==> src/hdl/bal_pkg.sv <==
`timescale 1ns / 1ps
// bal_pkg: widths, operation codes, status codes and the per-cell command type
// shared by the list cells and the top level of the bounded list engine
// no dependencies
package bal_pkg;

    localparam int CAPACITY = 16;
    localparam int DATA_W   = 32;
    localparam int IDX_W    = 4;
    localparam int LEN_W    = 5;
    localparam int OP_W     = 3;
    localparam int ST_W     = 3;

    localparam logic [OP_W-1:0] OP_INSERT = 3'd0;
    localparam logic [OP_W-1:0] OP_DELETE = 3'd1;
    localparam logic [OP_W-1:0] OP_LOCATE = 3'd2;
    localparam logic [OP_W-1:0] OP_SORTED = 3'd3;
    localparam logic [OP_W-1:0] OP_SHOW   = 3'd4;

    localparam logic [ST_W-1:0] ST_OK     = 3'd0;
    localparam logic [ST_W-1:0] ST_BADPOS = 3'd1;
    localparam logic [ST_W-1:0] ST_FULL   = 3'd2;
    localparam logic [ST_W-1:0] ST_MISS   = 3'd3;
    localparam logic [ST_W-1:0] ST_EMPTY  = 3'd4;

    typedef struct packed {
        logic ins;
        logic del;
        logic srt;
    } bal_cmd_t;

endpackage

==> src/hdl/bal_cell.sv <==
`timescale 1ns / 1ps
// bal_cell: one list slot; holds an entry, compares it with the request value
// and takes its neighbour's entry on insert or delete shifts
// depends on bal_pkg
module bal_cell (
    input  logic                              clk,
    input  bal_pkg::bal_cmd_t                 cmd,
    input  logic [bal_pkg::IDX_W-1:0]         cell_index,
    input  logic [bal_pkg::LEN_W-1:0]         len,
    input  logic [bal_pkg::LEN_W-1:0]         position,
    input  logic signed [bal_pkg::DATA_W-1:0] value,
    input  logic signed [bal_pkg::DATA_W-1:0] lower_data,
    input  logic signed [bal_pkg::DATA_W-1:0] upper_data,
    input  logic                              suf_lower,
    input  logic                              suf_upper,
    input  logic                              found_lower,
    output logic                              suf_out,
    output logic                              found_out,
    output logic                              hit,
    output logic signed [bal_pkg::DATA_W-1:0] data
);
    import bal_pkg::*;

    logic signed [DATA_W-1:0] data_reg;
    logic signed [DATA_W-1:0] data_next;
    logic [LEN_W-1:0]         idx_ext;
    logic                     live;
    logic                     eq;
    logic                     gt;

    assign idx_ext   = {1'b0, cell_index};
    assign live      = idx_ext < len;
    assign eq        = live && (data_reg == value);
    assign gt        = data_reg > value;
    assign hit       = eq && !found_lower;
    assign found_out = found_lower || eq;
    // all entries from this slot to the end are greater than the value
    assign suf_out   = !live || (gt && suf_upper);
    assign data      = data_reg;

    always_comb
    begin
        data_next = data_reg;
        if (cmd.ins)
        begin
            if (idx_ext == position)
                data_next = value;
            else if (idx_ext > position && idx_ext <= len)
                data_next = lower_data;
        end
        else if (cmd.del)
        begin
            if (idx_ext >= position && (idx_ext + LEN_W'(1)) < len)
                data_next = upper_data;
        end
        else if (cmd.srt)
        begin
            if (idx_ext <= len)
            begin
                if (suf_lower)
                    data_next = lower_data;
                else if (suf_out)
                    data_next = value;
            end
        end
    end

    always_ff @(posedge clk)
    begin
        data_reg <= data_next;
    end

endmodule

==> src/hdl/bounded_array_list_engine.sv <==
`timescale 1ns / 1ps
// bounded_array_list_engine: top level; a row of list cells plus the length
// register, request decode, show sequencer and the result register
// depends on bal_pkg and bal_cell
//
// channel   valid      stall      transfer payload
// request   req_valid  req_stall  operation, value, position
// result    rsp_valid  rsp_stall  status, index, entry, length, last
//
// in insert, delete, locate and sorted insert every cell shifts or compares at once
// and the result lands in the output register
// show starts the sequencer, then reads entries one by one from the cells by a
// counter, held by result stalls; requests stall until its last transfer is loaded
// reset clears the length, the show sequencer and the result valid
// a request is taken only when the result register is empty or is read out
module bounded_array_list_engine (
    input  logic                              clk,
    input  logic                              rst_n,
    input  logic                              req_valid,
    output logic                              req_stall,
    input  logic [bal_pkg::OP_W-1:0]          operation,
    input  logic signed [bal_pkg::DATA_W-1:0] value,
    input  logic [bal_pkg::LEN_W-1:0]         position,
    output logic                              rsp_valid,
    input  logic                              rsp_stall,
    output logic [bal_pkg::ST_W-1:0]          status,
    output logic [bal_pkg::IDX_W-1:0]         index,
    output logic signed [bal_pkg::DATA_W-1:0] entry,
    output logic [bal_pkg::LEN_W-1:0]         length,
    output logic                              last
);
    import bal_pkg::*;

    logic [LEN_W-1:0]         len_reg;
    logic [LEN_W-1:0]         len_next;
    logic                     show_active_reg;
    logic                     show_active_next;
    logic [IDX_W-1:0]         show_cnt_reg;
    logic [IDX_W-1:0]         show_cnt_next;
    logic                     rsp_valid_reg;
    logic                     rsp_valid_next;

    logic [ST_W-1:0]          status_reg;
    logic [IDX_W-1:0]         index_reg;
    logic signed [DATA_W-1:0] entry_reg;
    logic [LEN_W-1:0]         length_reg;
    logic                     last_reg;

    logic                     out_free;
    logic                     accept;
    logic                     full;
    logic                     show_start;
    logic                     load;
    bal_cmd_t                 op_cmd;
    bal_cmd_t                 cmd;
    logic [ST_W-1:0]          res_status;
    logic [IDX_W-1:0]         res_index;
    logic [LEN_W-1:0]         res_len;
    logic signed [DATA_W-1:0] res_entry;
    logic                     res_last;

    logic signed [DATA_W-1:0] cell_data [CAPACITY];
    logic [CAPACITY-1:0]      suf;
    logic [CAPACITY-1:0]      found;
    logic [CAPACITY-1:0]      hit;
    logic [IDX_W-1:0]         hit_index;
    logic                     any_hit;

    assign out_free  = !rsp_valid_reg || !rsp_stall;
    assign req_stall = show_active_reg || !out_free;
    assign accept    = req_valid && !req_stall;
    assign full      = len_reg >= LEN_W'(CAPACITY);
    assign cmd       = accept ? op_cmd : '0;

    genvar j;
    generate
        for (j = 0; j < CAPACITY; j++)
        begin : g_cell
            bal_cell u_cell (
                .clk         (clk),
                .cmd         (cmd),
                .cell_index  (IDX_W'(j)),
                .len         (len_reg),
                .position    (position),
                .value       (value),
                .lower_data  ((j == 0) ? '0 : cell_data[(j == 0) ? 0 : j - 1]),
                .upper_data  ((j == CAPACITY - 1) ? '0
                              : cell_data[(j == CAPACITY - 1) ? j : j + 1]),
                .suf_lower   ((j == 0) ? 1'b0 : suf[(j == 0) ? 0 : j - 1]),
                .suf_upper   ((j == CAPACITY - 1) ? 1'b1
                              : suf[(j == CAPACITY - 1) ? j : j + 1]),
                .found_lower ((j == 0) ? 1'b0 : found[(j == 0) ? 0 : j - 1]),
                .suf_out     (suf[j]),
                .found_out   (found[j]),
                .hit         (hit[j]),
                .data        (cell_data[j])
            );
        end
    endgenerate

    // first match is one-hot, so the encode is a plain or
    always_comb
    begin
        hit_index = '0;
        for (int k = 0; k < CAPACITY; k++)
        begin
            if (hit[k])
                hit_index = hit_index | IDX_W'(k);
        end
    end
    assign any_hit = |hit;

    always_comb
    begin
        op_cmd     = '0;
        res_status = ST_OK;
        res_index  = '0;
        res_len    = len_reg;
        show_start = 1'b0;
        case (operation)
            OP_INSERT:
            begin
                if (full)
                    res_status = ST_FULL;
                else if (position > len_reg)
                    res_status = ST_BADPOS;
                else
                begin
                    op_cmd.ins = 1'b1;
                    res_len    = len_reg + LEN_W'(1);
                end
            end
            OP_DELETE:
            begin
                if (position >= len_reg)
                    res_status = ST_BADPOS;
                else
                begin
                    op_cmd.del = 1'b1;
                    res_len    = len_reg - LEN_W'(1);
                end
            end
            OP_LOCATE:
            begin
                if (len_reg == '0)
                    res_status = ST_EMPTY;
                else if (!any_hit)
                    res_status = ST_MISS;
                else
                    res_index = hit_index;
            end
            OP_SORTED:
            begin
                if (full)
                    res_status = ST_FULL;
                else
                begin
                    op_cmd.srt = 1'b1;
                    res_len    = len_reg + LEN_W'(1);
                end
            end
            OP_SHOW:
            begin
                if (len_reg == '0)
                    res_status = ST_EMPTY;
                else
                    show_start = 1'b1;
            end
            default:
            begin
                res_status = ST_OK;
            end
        endcase
    end

    always_comb
    begin
        len_next         = len_reg;
        show_active_next = show_active_reg;
        show_cnt_next    = show_cnt_reg;
        rsp_valid_next   = rsp_valid_reg && rsp_stall;
        load             = 1'b0;
        res_entry        = '0;
        res_last         = 1'b1;
        if (accept)
        begin
            len_next = res_len;
            if (show_start)
            begin
                show_active_next = 1'b1;
                show_cnt_next    = '0;
            end
            else
            begin
                load           = 1'b1;
                rsp_valid_next = 1'b1;
            end
        end
        else if (show_active_reg && out_free)
        begin
            load           = 1'b1;
            rsp_valid_next = 1'b1;
            res_entry      = cell_data[show_cnt_reg];
            res_last       = ({1'b0, show_cnt_reg} + LEN_W'(1)) == len_reg;
            show_cnt_next  = show_cnt_reg + IDX_W'(1);
            if (res_last)
                show_active_next = 1'b0;
        end
    end

    always_ff @(posedge clk or negedge rst_n)
    begin
        if (!rst_n)
        begin
            len_reg         <= '0;
            show_active_reg <= 1'b0;
            show_cnt_reg    <= '0;
            rsp_valid_reg   <= 1'b0;
        end
        else
        begin
            len_reg         <= len_next;
            show_active_reg <= show_active_next;
            show_cnt_reg    <= show_cnt_next;
            rsp_valid_reg   <= rsp_valid_next;
        end
    end

    always_ff @(posedge clk)
    begin
        if (load)
        begin
            if (show_active_reg)
            begin
                status_reg <= ST_OK;
                index_reg  <= show_cnt_reg;
            end
            else
            begin
                status_reg <= res_status;
                index_reg  <= res_index;
            end
            entry_reg  <= res_entry;
            length_reg <= len_next;
            last_reg   <= res_last;
        end
    end

    assign rsp_valid = rsp_valid_reg;
    assign status    = status_reg;
    assign index     = index_reg;
    assign entry     = entry_reg;
    assign length    = length_reg;
    assign last      = last_reg;

endmodule

==> config.mk <==
export PLATFORM = sky130hd
export DESIGN_NAME = bounded_array_list_engine
export DESIGN_NICKNAME = d
export VERILOG_FILES = /design/src/hdl/bal_pkg.sv /design/src/hdl/bal_cell.sv /design/src/hdl/bounded_array_list_engine.sv
export SDC_FILE = /design/constraint.sdc
export NUM_CORES = 2
export LEC_CHECK = 0
export BUFFER_PORTS_ARGS = -buffer_cell sky130_fd_sc_hd__buf_2
export CAP_MARGIN = 20
export CORE_MARGIN = 3
export CORE_UTILIZATION = 45
export DETAILED_ROUTE_END_ITERATION = 6
export PLACE_DENSITY = 0.72
export RECOVER_POWER = 25
export SLEW_MARGIN = 20
export SYNTH_ARGS = -nofsm -noshare
export SYNTH_HDL_FRONTEND = slang
export SYNTH_SLANG_ARGS = --single-unit
==> constraint.sdc <==
create_clock -name clk -period 11.3 [get_ports clk]
set_clock_uncertainty 0.15 [all_clocks]
set_input_delay 1.13 -clock clk [delete_from_list [all_inputs] [get_ports clk]]
set_output_delay 1.13 -clock clk [all_outputs]
set_load 0.005 [all_outputs]
==> flow_metrics.tcl <==
set metrics [dict create \
    status "finished, violations left" \
    violations "capacitance limit, slew limit" \
    grtUsageMet3 0.07563 \
    synth_top_area_frac 0.3286 \
    syn_nets 5787 \
    drv_slew 436 \
    drtIter0Drc 7122 \
    synthFlopType "edfxtp_1" \
    ctsLongestPathBuffers 3 \
    die_h_um 342.3 \
    wl_per_cell_um 29.25 \
    core_um2 111400 \
    clockRootBuffer "clkbuf_16" \
    h-tree-depth 3 \
    max_stage_delay_ns 2.46 \
    slowest_stage "clkbuf_1" \
    grt.busiest_layer "met2" \
    layout.nets 5623 \
    path_cells "clkbuf_1 > inv_1 > ha_1 > nor2b_1 > o21a_1 > o21ai_0 > nand2b_1 > a21oi_1 > a21o_1 > nand4_1 > buf_4 > buf_4 > clkbuf_1 > o31ai_1 > clkbuf_1 > a22o_1" \
    grt_max_degree 157 \
    grtUsageMet1 0.4313 \
    yosysUniqueCellTypes 76 \
    end_kind "register" \
    grt_pass1_vias 43400 \
    synth_most_common_cell "nand2_1" \
    io_pins 91 \
    p_leak_uw 0.02026 \
    async_flop_share 0.01937 \
    worstMarginPinSlew_ns 3.531 \
    design_area_um2 54880 \
    overflow 0 \
    rrSetupSlack_ns 2.78 \
    dieArea_um2 117200 \
    start_kind "primary input" \
    rsz0062_at_grt "no" \
    period_minus_slack_ns 9.142 \
    antenna_found_initial 10 \
    cts_tree "yes" \
    clock_sinks 568 \
    synth_edf_count 557 \
    critPathKind "in -> reg" \
    min_path_type "in -> async" \
    setup_ws_ns 2.158 \
    synthTopCellsByCount "592 x nand2_1, 557 x edfxtp_1, 538 x a21oi_1, 523 x ha_1, 518 x mux2i_1" \
    routabilityCongestion 0.9807 \
    portBuffers 90 \
    wl_um 193100 \
    path_clk_slew_ns 0.06 \
    dp_cells 6470 \
    finalSetupTns_ns 0 \
    setup_violations 0 \
    postCtsSetupBuffers 0 \
    ant_nets 0 \
    drive_gt1_frac 0.09777 \
    synth-seq-cells 568 \
    vias_per_cell 7.048 \
    slew-limit-headroom -1.354 \
    final_cells 6602 \
    cts.hold.buffers_added 0 \
    grt_pass1_wl_um 285800 \
    critPathArrivalTime_ns 9.38 \
    hold_viol_final 0 \
    whs_ns 0.3496 \
    irDropWorstVdd_mv 0.1506 \
    avgSynthCellArea_um2 9.751 \
    die_w_um 342.3 \
    initial_utilization 0.4568 \
    multi_input_area_um2 32030 \
    power_density_nw_per_um2 192.7 \
    r2r-start "show_cnt_reg[0]$_DFFE_PN0P_" \
    synthToLayoutAreaGrowth_pct 7.824 \
    maxCapViolations 14 \
    min_period_over_period 0.8091 \
    remaining_drc_errors 0 \
    synth_area_leaders "edfxtp_1 33%, ha_1 13%, mux2i_1 10%" \
    diodes 0 \
    ys_warn_count 0 \
    crit_path_start "position[0]" \
    num-fill-cells 10110 \
    ys_seq_area_frac 0.3340 \
    firstDrtPassIters 6 \
    largest_register_ff_count 512 \
    grt_use_met2 0.4687 \
    cp_common_cell "clkbuf_1" \
    fmax_mhz 109.4 \
    seqCellArea_um2 17010 \
    place_ws_ns 3.437 \
    std_cell_rows 122 \
    cp_num_buf_inv 6 \
    netlist_area_um2 50900 \
    dpl.hpwl_um 135000 \
    vias 46530 \
    crit_family "buffers and inverters" \
    yosysTopAreaCell "edfxtp_1" \
    cp.required_ns 11.54 \
    cp_max_fo 64 \
    dpl_cell_area_um2 52690 \
    track_usage 0.3193 \
    numCtsBuffers 72 \
    cts.repair.resized 0 \
    synthCells 5220 \
    insertion_delay_ns 0.66 \
]
[layout make-up]
type | instances | area share
timing repair buffer | 214 | 0.02423
clock buffer | 95 | 0.03725
inverter | 86 | 0.005882
sequential | 568 | 0.3099
multi-input combinational | 4114 | 0.5836
tap | 1488 | 0.03392
clock inverter | 37 | 0.005175
[routing by layer]
metal,wire [um],vias to the layer above
li1,-,20140
met2,82190,3302
met3,25240,532
met1,73390,22550
met5,54,-
met4,12210,8
[final timing paths]
kind / endpoint / depth (start not counted)
max in group asynchronous: show_cnt_reg[1]$_DFFE_PN0P_ / 1
min reg2reg: rsp_valid$_DFF_PN0_ / 2
max: g_cell[0].u_cell.data[5]$_DFFE_PP_ / 16
min: show_cnt_reg[1]$_DFFE_PN0P_ / 1
max reg2reg: entry[12]$_SDFFCE_PP0P_ / 5
min in group clk: rsp_valid$_DFF_PN0_ / 2
[through the flow]
stage	total power (uW)	util
after floorplan	6510	-
after global placement	7939	0.4728
after detailed placement	8043	0.4728
after CTS	10400	0.4937
after global routing	10940	0.4925
final	10580	0.4925
[where the power goes]
part           internal (uW)  leakage (uW)  switching (uW)
Sequential              2810       0.00520             279
Combinational           2140        0.0139            2990
Clock                   1360       0.00115            1010
[cell families (layout without fill, tap and decap cells)]
| family | Yosys count | in the layout | synth area share |
|---|---|---|---|
| adders and majority gates | 523 | 523 | 0.1286 |
| muxes | 682 | 682 | 0.1735 |
| DFF | 568 | 568 | 0.3340 |
| AOI/OAI and AO/OA | 1442 | 1442 | 0.1944 |
| buffers and inverters | 538 | 432 | 0.04169 |
| and+or+nand+nor | 1458 | 1458 | 0.1263 |
| xor gates and xnor gates | 9 | 9 | 0.001549 |
[cells in the final DEF, fill, tap and decap left out, drive strengths merged, types with 7 or more instances in the layout]
cell type | Yosys | layout
a21oi | 541 | 541
nor2b | 29 | 29
a211oi | 26 | 26
nand2 | 592 | 592
nand4 | 101 | 101
a31oi | 20 | 20
a22o | 66 | 66
nor4 | 19 | 19
and3 | 23 | 23
o31ai | 15 | 15
a221o | 37 | 37
nor3 | 56 | 56
and4 | 17 | 17
o21ai | 141 | 141
a21o | 61 | 61
nand2b | 17 | 17
o211ai | 17 | 17
inv | 86 | 88
mux2i | 518 | 518
buf | 71 | 175
clkinv | 0 | 28
nand3 | 69 | 69
and2 | 42 | 42
dfrtp | 11 | 11
or3 | 7 | 7
a221oi | 9 | 9
clkbuf | 381 | 134
edfxtp | 557 | 557
o21a | 23 | 23
a2111oi | 7 | 7
nor2 | 457 | 457
o221ai | 415 | 415
or4 | 8 | 8
o22ai | 11 | 11
ha | 523 | 523
mux4 | 160 | 160
No activity file was read; power rests on OpenSTA's default activity.
